===== config.mk =====
export PLATFORM = sky130hd
export DESIGN_NAME = smoothed_differential_drive_mixer_unit
export DESIGN_NICKNAME = d
export VERILOG_FILES = /design/src/sddm_pkg.sv /design/src/smoothed_differential_drive_mixer_unit.sv
export SDC_FILE = /design/constraint.sdc
export NUM_CORES = 2
export LEC_CHECK = 0
export BUFFER_PORTS_ARGS = -buffer_cell sky130_fd_sc_hd__clkbuf_2
export CAP_MARGIN = 10
export CORE_ASPECT_RATIO = 1.2
export CORE_MARGIN = 5
export CORE_UTILIZATION = 40
export CTS_CLUSTER_SIZE = 25
export DETAILED_ROUTE_END_ITERATION = 7
export SLEW_MARGIN = 25
export SYNTH_ARGS = -nofsm -noshare
export SYNTH_HDL_FRONTEND = slang
export SYNTH_SLANG_ARGS = --single-unit
export TNS_END_PERCENT = 10

===== constraint.sdc =====
create_clock -name i_clk -period 19.6 [get_ports i_clk]
set_input_delay 2.94 -clock i_clk [delete_from_list [all_inputs] [get_ports i_clk]]
set_output_delay 2.94 -clock i_clk [all_outputs]
set_load 0.1 [all_outputs]

===== src/sddm_pkg.sv =====
// Package for the smoothed differential drive mixer.
// Holds the microcode types, the control store and the configuration constants.
// No dependencies.
package sddm_pkg;

    // Configuration register map
    localparam int unsigned CFG_IDX_W   = 2;
    localparam int unsigned CFG_DATA_W  = 16;
    localparam int unsigned ALPHA_W     = 16;
    localparam int unsigned BAND_W      = 15;
    localparam int unsigned TIMEOUT_W   = 16;

    localparam logic [CFG_IDX_W-1:0] CFG_HEADING_ALPHA = 2'd0;
    localparam logic [CFG_IDX_W-1:0] CFG_TURN_ALPHA    = 2'd1;
    localparam logic [CFG_IDX_W-1:0] CFG_ZERO_BAND     = 2'd2;
    localparam logic [CFG_IDX_W-1:0] CFG_TIMEOUT       = 2'd3;

    localparam logic [ALPHA_W-1:0]   RST_HEADING_ALPHA = 16'd6554;
    localparam logic [ALPHA_W-1:0]   RST_TURN_ALPHA    = 16'd9830;
    localparam logic [BAND_W-1:0]    RST_ZERO_BAND     = 15'd328;
    localparam logic [TIMEOUT_W-1:0] RST_TIMEOUT       = 16'd16;

    // Rounding constant for the Q0.16 smoothing product
    localparam int unsigned ALPHA_HALF = 32768;

    // Microcode
    localparam int unsigned PC_W = 5;
    typedef logic [PC_W-1:0] t_pc;

    typedef enum logic [3:0] {
        OP_IDLE,      // wait for a request, latch command and idle count
        OP_TIMEOUT,   // clear targets after too many idle periods
        OP_DIFF,      // magnitude and sign of target minus smoothed value
        OP_MUL,       // magnitude times alpha
        OP_STEP,      // move smoothed value by the rounded step
        OP_BAND,      // snap small smoothed value to zero
        OP_MIX,       // form left and right sides
        OP_MAX,       // larger side magnitude
        OP_NOP,       // no datapath action, only sequencing
        OP_DIVINIT,   // load dividend for one side
        OP_DIVSTEP,   // one restoring division step
        OP_DIVEND,    // write back the signed quotient
        OP_EMIT       // load the output register
    } t_op;

    typedef enum logic [1:0] {
        C_NEXT,       // fall through
        C_ALWAYS,     // jump
        C_CNT_NZ,     // jump while the loop counter is nonzero
        C_NO_NORM     // jump when no normalization is needed
    } t_cond;

    typedef struct packed {
        t_op   op;
        logic  sel;     // 0: heading / left, 1: turn / right
        t_cond cond;
        t_pc   target;
    } t_uword;

    function automatic t_uword mk_uword(input t_op op, input logic sel,
                                        input t_cond cond, input t_pc target);
        t_uword w;
        w.op     = op;
        w.sel    = sel;
        w.cond   = cond;
        w.target = target;
        return w;
    endfunction

    // Control store: one word per step
    function automatic t_uword ucode_rom(input t_pc pc);
        t_uword w;
        unique case (pc)
            5'd0:    w = mk_uword(OP_IDLE,    1'b0, C_NEXT,    5'd0);
            5'd1:    w = mk_uword(OP_TIMEOUT, 1'b0, C_NEXT,    5'd0);
            5'd2:    w = mk_uword(OP_DIFF,    1'b0, C_NEXT,    5'd0);
            5'd3:    w = mk_uword(OP_MUL,     1'b0, C_NEXT,    5'd0);
            5'd4:    w = mk_uword(OP_STEP,    1'b0, C_NEXT,    5'd0);
            5'd5:    w = mk_uword(OP_BAND,    1'b0, C_NEXT,    5'd0);
            5'd6:    w = mk_uword(OP_DIFF,    1'b1, C_NEXT,    5'd0);
            5'd7:    w = mk_uword(OP_MUL,     1'b1, C_NEXT,    5'd0);
            5'd8:    w = mk_uword(OP_STEP,    1'b1, C_NEXT,    5'd0);
            5'd9:    w = mk_uword(OP_BAND,    1'b1, C_NEXT,    5'd0);
            5'd10:   w = mk_uword(OP_MIX,     1'b0, C_NEXT,    5'd0);
            5'd11:   w = mk_uword(OP_MAX,     1'b0, C_NEXT,    5'd0);
            5'd12:   w = mk_uword(OP_NOP,     1'b0, C_NO_NORM, 5'd19);
            5'd13:   w = mk_uword(OP_DIVINIT, 1'b0, C_NEXT,    5'd0);
            5'd14:   w = mk_uword(OP_DIVSTEP, 1'b0, C_CNT_NZ,  5'd14);
            5'd15:   w = mk_uword(OP_DIVEND,  1'b0, C_NEXT,    5'd0);
            5'd16:   w = mk_uword(OP_DIVINIT, 1'b1, C_NEXT,    5'd0);
            5'd17:   w = mk_uword(OP_DIVSTEP, 1'b1, C_CNT_NZ,  5'd17);
            5'd18:   w = mk_uword(OP_DIVEND,  1'b1, C_NEXT,    5'd0);
            5'd19:   w = mk_uword(OP_EMIT,    1'b0, C_ALWAYS,  5'd0);
            default: w = mk_uword(OP_NOP,     1'b0, C_ALWAYS,  5'd0);
        endcase
        return w;
    endfunction

endpackage


===== src/smoothed_differential_drive_mixer_unit.sv =====
// Smoothed differential drive mixer, top level.
// Microcoded datapath driven by the control store in sddm_pkg.
// Depends on: sddm_pkg.

// One request is one control period. A command period loads new heading and
// turn targets; after timeout_periods periods without one the targets drop to
// zero. Each smoothed value moves toward its target by alpha of the difference
// and snaps to zero inside zero_band, then the two are mixed into left and
// right sides and split into forward and reverse duty. A short program in a
// control store runs the datapath one step per cycle, holding while it waits
// for a request or for the last result to be taken. When a side exceeds full
// scale, both sides are normalized by the bit-serial divider, which takes one
// quotient bit per cycle; otherwise the divider steps are skipped. The next
// request can be accepted right after the result is loaded, while that result
// still waits to be taken.
module smoothed_differential_drive_mixer_unit #(
    parameter int unsigned VALUE_WIDTH = 16,
    parameter int unsigned COUNT_WIDTH = 16
) (
    input  logic                                        i_clk,
    input  logic                                        i_rst_n,
    // Configuration write port
    input  logic                                        i_cfg_we,
    input  logic [sddm_pkg::CFG_IDX_W-1:0]              i_cfg_idx,
    input  logic [sddm_pkg::CFG_DATA_W-1:0]             i_cfg_data,
    // Request stream
    input  logic                                        s_axis_tvalid,
    output logic                                        s_axis_tready,
    // tdata: heading_command, turn_command (low to high), zero padded
    input  logic [((2*VALUE_WIDTH+7)/8)*8-1:0]          s_axis_tdata,
    // tuser: command_valid
    input  logic                                        s_axis_tuser,
    // Result stream
    output logic                                        m_axis_tvalid,
    input  logic                                        m_axis_tready,
    // tdata: left_fwd_duty, left_rev_duty, right_fwd_duty, right_rev_duty
    // (low to high), zero padded
    output logic [((4*VALUE_WIDTH+7)/8)*8-1:0]          m_axis_tdata
);

    localparam int unsigned W      = VALUE_WIDTH;
    localparam int unsigned AW     = sddm_pkg::ALPHA_W;
    localparam int unsigned PW     = W + AW;
    localparam int unsigned BW     = (W + 1 > sddm_pkg::BAND_W) ? W + 1 : sddm_pkg::BAND_W;
    localparam int unsigned IW     = (COUNT_WIDTH > sddm_pkg::TIMEOUT_W) ?
                                     COUNT_WIDTH : sddm_pkg::TIMEOUT_W;
    localparam int unsigned CNT_W  = $clog2(W);
    localparam int unsigned OUT_DW = ((4*VALUE_WIDTH+7)/8)*8;
    localparam logic [W:0]  VAL_ONE   = (W+1)'(1) << (W-1);
    localparam logic [PW-1:0] ROUND_C = PW'(sddm_pkg::ALPHA_HALF);
    localparam logic [COUNT_WIDTH-1:0] IDLE_MAX = '1;

    // Configuration
    logic [sddm_pkg::ALPHA_W-1:0]   r_hd_alpha;
    logic [sddm_pkg::ALPHA_W-1:0]   r_tn_alpha;
    logic [sddm_pkg::BAND_W-1:0]    r_zero_band;
    logic [sddm_pkg::TIMEOUT_W-1:0] r_timeout;

    // Period state
    logic signed [W-1:0]    r_hd_tgt;
    logic signed [W-1:0]    r_tn_tgt;
    logic signed [W-1:0]    r_sm_hd;
    logic signed [W-1:0]    r_sm_tn;
    logic [COUNT_WIDTH-1:0] r_idle;

    // Datapath scratch
    logic [W-1:0]           r_mag;
    logic                   r_neg;
    logic [PW-1:0]          r_prod;
    logic signed [W:0]      r_left;
    logic signed [W:0]      r_right;
    logic [W:0]             r_max;
    logic [W+1:0]           r_rem;
    logic [W-1:0]           r_quo;
    logic [CNT_W-1:0]       r_cnt;

    // Sequencer
    sddm_pkg::t_pc          r_pc;
    sddm_pkg::t_pc          n_pc;
    sddm_pkg::t_uword       uw;

    // Result register
    logic                   r_m_valid;
    logic [W-1:0]           r_l_fwd;
    logic [W-1:0]           r_l_rev;
    logic [W-1:0]           r_r_fwd;
    logic [W-1:0]           r_r_rev;

    // Combinational helpers
    logic                   accept;
    logic                   stall;
    logic                   jump;
    logic signed [W-1:0]    sel_tgt;
    logic signed [W-1:0]    sel_sm;
    logic [AW-1:0]          sel_alpha;
    logic signed [W:0]      diff;
    logic [PW-1:0]          rounded;
    logic [W-1:0]           step_mag;
    logic signed [W:0]      step_sum;
    logic signed [W:0]      sm_ext;
    logic [W:0]             sm_mag;
    logic                   in_band;
    logic signed [W:0]      mix_l;
    logic signed [W:0]      mix_r;
    logic signed [W+1:0]    l_ext;
    logic signed [W+1:0]    r_ext;
    logic [W:0]             mag_l;
    logic [W:0]             mag_r;
    logic signed [W:0]      side;
    logic signed [W+1:0]    side_ext;
    logic [W:0]             side_mag;
    logic [2*W:0]           dividend;
    logic [W+1:0]           trial;
    logic                   q_bit;
    logic signed [W:0]      quo_s;
    logic signed [W:0]      neg_left;
    logic signed [W:0]      neg_right;

    assign uw            = sddm_pkg::ucode_rom(r_pc);
    assign s_axis_tready = (uw.op == sddm_pkg::OP_IDLE);
    assign accept        = s_axis_tvalid && s_axis_tready;

    // Sequencer: hold on a stalled step, else jump or advance
    always_comb begin
        stall = ((uw.op == sddm_pkg::OP_IDLE) && !s_axis_tvalid) ||
                ((uw.op == sddm_pkg::OP_EMIT) && r_m_valid && !m_axis_tready);
        unique case (uw.cond)
            sddm_pkg::C_NEXT:    jump = 1'b0;
            sddm_pkg::C_ALWAYS:  jump = 1'b1;
            sddm_pkg::C_CNT_NZ:  jump = (r_cnt != '0);
            sddm_pkg::C_NO_NORM: jump = (r_max <= VAL_ONE);
            default:             jump = 1'b0;
        endcase
        if (stall) begin
            n_pc = r_pc;
        end else if (jump) begin
            n_pc = uw.target;
        end else begin
            n_pc = r_pc + sddm_pkg::t_pc'(1);
        end
    end

    // Datapath operands
    always_comb begin
        sel_tgt   = uw.sel ? r_tn_tgt : r_hd_tgt;
        sel_sm    = uw.sel ? r_sm_tn : r_sm_hd;
        sel_alpha = uw.sel ? r_tn_alpha : r_hd_alpha;

        // Smoothing
        diff     = (W+1)'(sel_tgt) - (W+1)'(sel_sm);
        rounded  = r_prod + ROUND_C;
        step_mag = rounded[PW-1:AW];
        step_sum = r_neg ? (W+1)'(sel_sm) - $signed({1'b0, step_mag})
                         : (W+1)'(sel_sm) + $signed({1'b0, step_mag});
        sm_ext   = (W+1)'(sel_sm);
        sm_mag   = (sm_ext < 0) ? (W+1)'(0) - sm_ext[W:0] : sm_ext[W:0];
        in_band  = (BW'(sm_mag) < BW'(r_zero_band));

        // Mixing, turn sign swapped in reverse
        if (r_sm_hd >= 0) begin
            mix_l = (W+1)'(r_sm_hd) + (W+1)'(r_sm_tn);
            mix_r = (W+1)'(r_sm_hd) - (W+1)'(r_sm_tn);
        end else begin
            mix_l = (W+1)'(r_sm_hd) - (W+1)'(r_sm_tn);
            mix_r = (W+1)'(r_sm_hd) + (W+1)'(r_sm_tn);
        end
        l_ext = (W+2)'(r_left);
        r_ext = (W+2)'(r_right);
        mag_l = (l_ext < 0) ? (W+1)'(0) - r_left[W:0] : r_left[W:0];
        mag_r = (r_ext < 0) ? (W+1)'(0) - r_right[W:0] : r_right[W:0];

        // Normalization divider
        side     = uw.sel ? r_right : r_left;
        side_ext = (W+2)'(side);
        side_mag = (side_ext < 0) ? (W+1)'(0) - side[W:0] : side[W:0];
        dividend = ((2*W+1)'(side_mag) << (W-1)) + (2*W+1)'(r_max >> 1);
        trial    = {r_rem[W:0], r_quo[W-1]};
        q_bit    = (trial >= (W+2)'(r_max));
        quo_s    = r_neg ? (W+1)'(0) - $signed({1'b0, r_quo})
                         : $signed({1'b0, r_quo});

        // Output split
        neg_left  = (W+1)'(0) - r_left;
        neg_right = (W+1)'(0) - r_right;
    end

    // Configuration registers
    always_ff @(posedge i_clk) begin
        if (!i_rst_n) begin
            r_hd_alpha  <= sddm_pkg::RST_HEADING_ALPHA;
            r_tn_alpha  <= sddm_pkg::RST_TURN_ALPHA;
            r_zero_band <= sddm_pkg::RST_ZERO_BAND;
            r_timeout   <= sddm_pkg::RST_TIMEOUT;
        end else if (i_cfg_we) begin
            unique case (i_cfg_idx)
                sddm_pkg::CFG_HEADING_ALPHA: r_hd_alpha  <= i_cfg_data[AW-1:0];
                sddm_pkg::CFG_TURN_ALPHA:    r_tn_alpha  <= i_cfg_data[AW-1:0];
                sddm_pkg::CFG_ZERO_BAND:
                    r_zero_band <= i_cfg_data[sddm_pkg::BAND_W-1:0];
                sddm_pkg::CFG_TIMEOUT:
                    r_timeout   <= i_cfg_data[sddm_pkg::TIMEOUT_W-1:0];
                default: ;
            endcase
        end
    end

    // Sequencer and result valid
    always_ff @(posedge i_clk) begin
        if (!i_rst_n) begin
            r_pc      <= '0;
            r_m_valid <= 1'b0;
        end else begin
            r_pc <= n_pc;
            if ((uw.op == sddm_pkg::OP_EMIT) && !stall) begin
                r_m_valid <= 1'b1;
            end else if (m_axis_tready) begin
                r_m_valid <= 1'b0;
            end
        end
    end

    // Period state: targets, smoothed values, idle count
    always_ff @(posedge i_clk) begin
        if (!i_rst_n) begin
            r_hd_tgt <= '0;
            r_tn_tgt <= '0;
            r_sm_hd  <= '0;
            r_sm_tn  <= '0;
            r_idle   <= '0;
        end else begin
            unique case (uw.op)
                sddm_pkg::OP_IDLE: begin
                    if (accept) begin
                        if (s_axis_tuser) begin
                            r_hd_tgt <= s_axis_tdata[W-1:0];
                            r_tn_tgt <= s_axis_tdata[2*W-1:W];
                            r_idle   <= '0;
                        end else if (r_idle != IDLE_MAX) begin
                            r_idle <= r_idle + COUNT_WIDTH'(1);
                        end
                    end
                end
                sddm_pkg::OP_TIMEOUT: begin
                    if (IW'(r_idle) >= IW'(r_timeout)) begin
                        r_hd_tgt <= '0;
                        r_tn_tgt <= '0;
                    end
                end
                sddm_pkg::OP_STEP: begin
                    if (uw.sel) begin
                        r_sm_tn <= step_sum[W-1:0];
                    end else begin
                        r_sm_hd <= step_sum[W-1:0];
                    end
                end
                sddm_pkg::OP_BAND: begin
                    if (in_band) begin
                        if (uw.sel) begin
                            r_sm_tn <= '0;
                        end else begin
                            r_sm_hd <= '0;
                        end
                    end
                end
                default: ;
            endcase
        end
    end

    // Scratch datapath
    always_ff @(posedge i_clk) begin
        unique case (uw.op)
            sddm_pkg::OP_DIFF: begin
                r_neg <= diff[W];
                r_mag <= diff[W] ? W'(0) - diff[W-1:0] : diff[W-1:0];
            end
            sddm_pkg::OP_MUL: begin
                r_prod <= PW'(r_mag) * PW'(sel_alpha);
            end
            sddm_pkg::OP_MIX: begin
                r_left  <= mix_l;
                r_right <= mix_r;
            end
            sddm_pkg::OP_MAX: begin
                r_max <= (mag_l > mag_r) ? mag_l : mag_r;
            end
            sddm_pkg::OP_DIVINIT: begin
                r_neg <= side[W];
                r_rem <= (W+2)'(dividend[2*W:W]);
                r_quo <= dividend[W-1:0];
                r_cnt <= CNT_W'(W-1);
            end
            sddm_pkg::OP_DIVSTEP: begin
                r_rem <= q_bit ? trial - (W+2)'(r_max) : trial;
                r_quo <= {r_quo[W-2:0], q_bit};
                if (r_cnt != '0) begin
                    r_cnt <= r_cnt - CNT_W'(1);
                end
            end
            sddm_pkg::OP_DIVEND: begin
                if (uw.sel) begin
                    r_right <= quo_s;
                end else begin
                    r_left <= quo_s;
                end
            end
            default: ;
        endcase
    end

    // Result register: split each side into forward and reverse duty
    always_ff @(posedge i_clk) begin
        if ((uw.op == sddm_pkg::OP_EMIT) && !stall) begin
            if (r_left >= 0) begin
                r_l_fwd <= r_left[W-1:0];
                r_l_rev <= '0;
            end else begin
                r_l_fwd <= '0;
                r_l_rev <= neg_left[W-1:0];
            end
            if (r_right >= 0) begin
                r_r_fwd <= r_right[W-1:0];
                r_r_rev <= '0;
            end else begin
                r_r_fwd <= '0;
                r_r_rev <= neg_right[W-1:0];
            end
        end
    end

    assign m_axis_tvalid = r_m_valid;
    assign m_axis_tdata  = OUT_DW'({r_r_rev, r_r_fwd, r_l_rev, r_l_fwd});

endmodule

Word-level counts from Yosys, hierarchy flattened
Memory sizes are Yosys's and may differ from the RTL's. A register that Yosys moved wholly into a read port is not among the register bits.
Cells that the tools add are included.
{"block": "totals", "regBits": 350, "rom_bits": 384, "in_bits": 56, "memories": 1}
{"name": "(no name shown)", "depth": 32, "word_bits": 12, "read_ports": 1, "rd_clocked_by_memory_dff": 1, "write_ports": 0, "line_no": "sddm_pkg.sv:73", "source": "unique case (pc)"}
{"block": "op_classes", "add_sub_neg": 19, "eq_ne": 29, "multipliers": 1, "muxes": 47, "magnitude_cmp": 12, "n_reduce_logical": 31}
{"op": "$mux 16", "count": 18}
{"op": "$mux 17", "count": 12}
{"op": "$pmux 16 s2", "count": 5}
{"op": "$pmux 17 s2", "count": 3}
{"op": "$lt 17x1->1 const B", "count": 3}
{"op": "$sub 1x17->17 const A", "count": 3}
{"op": "$sub 1x16->16 const A", "count": 3}
{"op": "$ge 17x1->1 const B", "count": 2}
{"op": "$sub 1x16->17 const A", "count": 2}
{"op": "$sub 16x16->17", "count": 2}
{"op": "$add 32x16->33", "count": 1}
{"op": "$add 32x16->32 const B", "count": 1}
{"op": "$mul 16x16->32", "count": 1}
{"op": "$ge 18x17->1", "count": 1}
{"op": "$ne 2x2->1 const B", "count": 9}
{"op": "$add 16x16->17", "count": 1}
{"op": "$gt 17x17->1", "count": 1}
{"op": "$le 17x16->1 const B", "count": 1}
{"op": "$lt 17x15->1", "count": 1}
{"op": "$sub 17x17->17", "count": 1}
{"op": "$add 16x1->16 const B", "count": 1}
{"op": "$add 16x16->16", "count": 1}
{"op": "$eq 4x3->1 const B", "count": 4}
{"op": "$eq 4x4->1 const B", "count": 4}
{"op": "other kinds (28)", "count": 58}

Depth between registers and ports, before layout
{"block": "depth", "ltp_word": 7, "mapped_depth": 30, "ltp_nobuf": 24}

Least setup slack after synthesis
Ideal clock, no wire load.
{"block": "synth_path", "path_kind": "reg2reg", "startpoint": "register uw[7] (netlist name)", "endpoint": "register r_prod[31], data pin", "stages_incl_launch_ff": 29, "setup_slack_ns": 12.005, "setup_ns": 0.260, "required_time_ns": 19.340, "n_path_buf": 7, "period_less_slack_ns": 7.595, "t_arrival_ns": 7.335, "path_cell_list": "dfxtp_1 > buf_6 > buf_6 > buf_2 > buf_4 > buf_2 > buf_1 > mux2_2 > clkbuf_1 > nand2_1 > fa_1 > inv_1 > fa_1 > inv_1 > fa_1 > inv_1 > fa_1 > fa_1 > fa_1 > ha_1 > o21ai_0 > a21oi_1 > a221oi_1 > o21ai_1 > a221oi_1 > a21oi_1 > a211o_1 > a31oi_1 > xnor2_1"}
{"block": "synth_via", "elab_chain_cells": 2}
{"item": "$mux 16", "line_no": "smoothed_differential_drive_mixer_unit.sv:147", "source": "sel_alpha = uw.sel ? r_tn_alpha : r_hd_alpha;"}
{"item": "$mul 16x16->32", "line_no": "smoothed_differential_drive_mixer_unit.sv:278", "source": "r_prod <= PW'(r_mag) * PW'(sel_alpha);"}
{"item": "to (signal assigned)", "line_no": "smoothed_differential_drive_mixer_unit.sv:278"}
{"item": "to (decl)", "line_no": "smoothed_differential_drive_mixer_unit.sv:69", "source": "logic [PW-1:0] r_prod;"}
Every way passes these cells.
A chain may end at the register's enable or synchronous reset.

Worst setup path in the final report
{"block": "layout_path", "startpoint": "register uw[7] (netlist name)", "endpoint": "register r_prod[29], data pin"}
{"block": "layout_via", "elab_chain_cells": 2}
{"item": "$mux 16", "line_no": "smoothed_differential_drive_mixer_unit.sv:147"}
{"item": "$mul 16x16->32", "line_no": "smoothed_differential_drive_mixer_unit.sv:278"}
Every way passes these cells.

==> impl_metrics.py <==
metrics = {
    "critical_path": {
        "cp-start-kind": "flop",
        "reg2reg_depth": 21,
        "crit_slowest_cell": "dfxtp_4",
        "rrSetupSlack_ps": 12560,
        "worst_ep_required_time_ps": 19930,
        "crit_chain": "mux2_2 > nand2_1 > fa_1 > inv_1 > fa_1 > inv_1 > fa_1 > inv_1 > fa_1 > fa_1 > fa_1 > ha_1 > o21ai_0 > a21oi_1 > a221oi_1 > o21ai_1 > a221oi_1 > a21oi_1 > a211o_1 > a21oi_1 > xnor2_1",
        "cp_max_fo": 34,
        "path_class": "reg2reg",
        "cp.arrival_ps": 7370,
        "crit_path_max_incr_delay_ps": 700,
        "crit_buf_inv": 3,
        "timing.rr.start": "uw[7]$_DFF_P_",
        "cp_common_cell": "fa_1",
        "path_delay_family": "adder cells",
        "end_kind": "flop",
        "r2r_end": "r_prod[29]$_DFFE_PN_",
    },
    "layout": {
        "multiInputGateArea_mm2": 0.0197,
        "diodes": 0,
        "drive_gt1_share_pct": 8.96,
        "syn2layout_area_growth_pct": 9.64,
        "register_area_mm2": 0.00877,
        "nFillCells": 7510,
        "final_nets": 3963,
        "instances_no_fill": 4501,
    },
    "logic_synthesis": {
        "synth.area.top_cells": "edfxtp_1 18%, fa_1 13%, dfxtp_1 10%",
        "yosysTopAreaCell": "edfxtp_1",
        "synth_cell_types": 87,
        "synthCells": 3407,
        "synth_common_cells": "405 x nand2_1, 381 x inv_1, 247 x ha_1",
        "syn_area_mm2": 0.0304,
        "synth_edf_count": 186,
        "avgSynthCellArea_um2": 8.91,
        "synth_warnings": 0,
        "ys_ff_latch": 345,
        "syn-num-nets": 3908,
        "synth_most_common_cell": "nand2_1",
        "synth_async_sr_flop_share_pct": 0,
        "ys.flop_type": "edfxtp_1",
        "synth-seq-area-share_pct": 28.9,
        "yosysTopAreaCellShare_pct": 18.4,
    },
    "global_route": {
        "grt_pass1_wl_mm": 128,
        "grt_pass1_vias": 23300,
        "grtUsageTotal_pct": 19.7,
        "grt_max_degree": 65,
        "grt-ovfl-total": 0,
        "antenna_found_initial": 1,
    },
    "pwr": {
        "vdd_drop_max_mv": 0.301,
        "power_density_mw_per_mm2": 206,
        "total_power_mw": 6.86,
        "p_leak_nw": 14.1,
    },
    "clocking": {
        "cts_setup_buffers": 0,
        "cts_made_buffers": 41,
        "post_cts_resized": 0,
        "cts.reportedPaths.clkPinSlew_ps": 60,
        "clock_path_buffers": 3,
        "clockRootBuffer": "clkbuf_16",
        "cts_tree": "built",
        "clock_sinks": 345,
        "clock_latency_ps": 580,
        "cts_hold_buf": 0,
        "cts.htree.levels": 2,
    },
    "routing": {
        "totalWireLength_mm": 81.5,
        "antenna_left": 0,
        "viasPerCell": 5.27,
        "drtIter0Drc": 1233,
        "drt_first_pass_iters": 7,
        "wl_per_cell_um": 18.1,
        "vias": 23700,
        "drcViolationCount": 0,
    },
    "timing": {
        "rsz0062_at_grt": "no",
        "setup_violations": 0,
        "slew_violations": 0,
        "finalSetupTns_ps": 0,
        "finalWorstSetupSlack_ps": 12560,
        "finalHoldViolCount": 0,
        "worstMarginPinSlew_ps": 1020,
        "fin_crit_ps": 7040,
        "maxSlewHeadroom_pct": 30.0,
        "fin_crit_sh_pct": 35.9,
        "skew_ps": 25.8,
        "fmaxAchievable_ghz": 0.142,
    },
    "die": {
        "dieArea_mm2": 0.0816,
        "num_io_pins": 122,
        "initial_utilization_pct": 40.4,
        "chipHeight_um": 312,
        "coreArea_mm2": 0.0751,
        "die_x_um": 262,
        "rows": 110,
    },
    "place": {
        "dpl.hpwl_mm": 64.2,
        "place_congestion": 0.887,
        "dpl.cell_count": 4427,
        "dp_worst_setup_slack_ps": 12570,
        "portBuffers": 121,
    },
    "job": {
        "maxCapViolations": 0,
    },
    "hold_path": {
        "whs_endpoint": "r_zero_band[14]$_SDFFE_PN0P_",
        "min_delay_path_depth": 2,
        "hp-class": "reg2reg",
        "hp-start": "r_zero_band[14]$_SDFFE_PN0P_",
    },
    "outcome": {
        "status": "finished clean",
    },
}
-- cells by family (layout without fill, tap and decap cells) --
family | count (synthesis) | after routing | share of synthesized area, %
simple gates | 1190 | 1190 | 19.3
compound gates | 596 | 596 | 12.5
buf+inv | 523 | 609 | 6.64
fa+ha+maj | 445 | 445 | 23.2
flops | 345 | 345 | 28.9
xor+xnor | 202 | 202 | 5.83
mux | 106 | 106 | 3.65
-- area by class of cell --
cell class                 instances  area share (%)
clock buffer                      53            3.31
inverter                         381            4.29
sequential                       345            26.3
clock inverter                    21           0.601
timing repair buffer             154            2.56
multi-input combinational       2539            59.1
tap                             1008            3.79
-- per-stage QoR --
stage          hold WS, ps  util, %  cell area, um^2
6_report               454     44.3            33300
5_1_grt                469     44.3            33300
4_1_cts                455     44.3            33300
3_5_place_dp           447     42.6            32000
3_3_place_gp           443     42.6            32000
2_1_floorplan          433        -            30400
-- flip-flops by register name (all words and copies together), names as in the netlist, 5 cells and up --
register	count
r_hd_alpha	16
r_hd_tgt	16
r_idle	16
r_l_fwd	16
r_l_rev	16
r_left	17
r_mag	16
r_max	17
r_pc	5
r_prod	17
r_quo	16
r_r_fwd	16
r_r_rev	16
r_rem	17
r_right	17
r_sm_hd	16
r_sm_tn	16
r_timeout	16
r_tn_alpha	16
r_tn_tgt	16
r_zero_band	15
uw	10
-- placed cells by master (no fill, tap or decap), types with 12 or more instances in the layout --
| cell type | instances |
|---|---|
| nor2_1 | 205 |
| or4_1 | 13 |
| mux2_2 | 38 |
| xnor2_1 | 141 |
| and3_1 | 29 |
| or3_1 | 30 |
| nand2b_1 | 29 |
| or2_2 | 16 |
| and2_1 | 107 |
| o31ai_1 | 17 |
| nand2_1 | 405 |
| dfxtp_1 | 158 |
| a22o_1 | 33 |
| nand3_1 | 97 |
| o21ai_0 | 154 |
| inv_1 | 380 |
| clkbuf_16 | 41 |
| buf_4 | 33 |
| ha_1 | 247 |
| clkbuf_2 | 121 |
| nor4_1 | 12 |
| nand4_1 | 18 |
| o211ai_1 | 14 |
| a31oi_1 | 21 |
| a21o_1 | 32 |
| mux2i_1 | 67 |
| nor2b_1 | 99 |
| edfxtp_1 | 186 |
| xor2_1 | 61 |
| nor3_1 | 70 |
| o21a_1 | 28 |
| fa_1 | 198 |
| a21oi_1 | 181 |
-- layer usage --
metal,track usage (%),wire length (um)
met2,35.1,40700
met5,0,0
met3,2.37,3190
met4,8.27,4010
met1,23.8,33600
-- worst max-delay path by stage --
stage	slack [ps]	end	cells after the start	start
global placement	12670	r_prod[31]$_DFFE_PN_	23	uw[7]$_DFF_P_
CTS	12540	r_prod[31]$_DFFE_PN_	21	uw[7]$_DFF_P_
finish	12560	r_prod[29]$_DFFE_PN_	21	uw[7]$_DFF_P_
floorplan	12010	r_prod[31]$_DFFE_PN_	28	uw[7]$_DFF_P_
detailed placement	12570	r_prod[31]$_DFFE_PN_	23	uw[7]$_DFF_P_
global route	12100	r_sm_hd[12]$_SDFFE_PN0P_	21	uw[7]$_DFF_P_
-- where the power goes --
part	total [mW]	leakage, nW	internal (mW)	switching, mW
clock	0.744	0.636	0.417	0.327
sequential	1.15	2.99	1.04	0.109
combinational	4.96	10.5	2.17	2.79
total	6.86	14.1	3.64	3.22
-- tightest hold or removal path, stage by stage (launching register included) --
cell and delay (ps):
dfxtp_1 310, nand2_1 50, a21oi_1 50
Note: power is estimated with default switching activity, not from simulation.
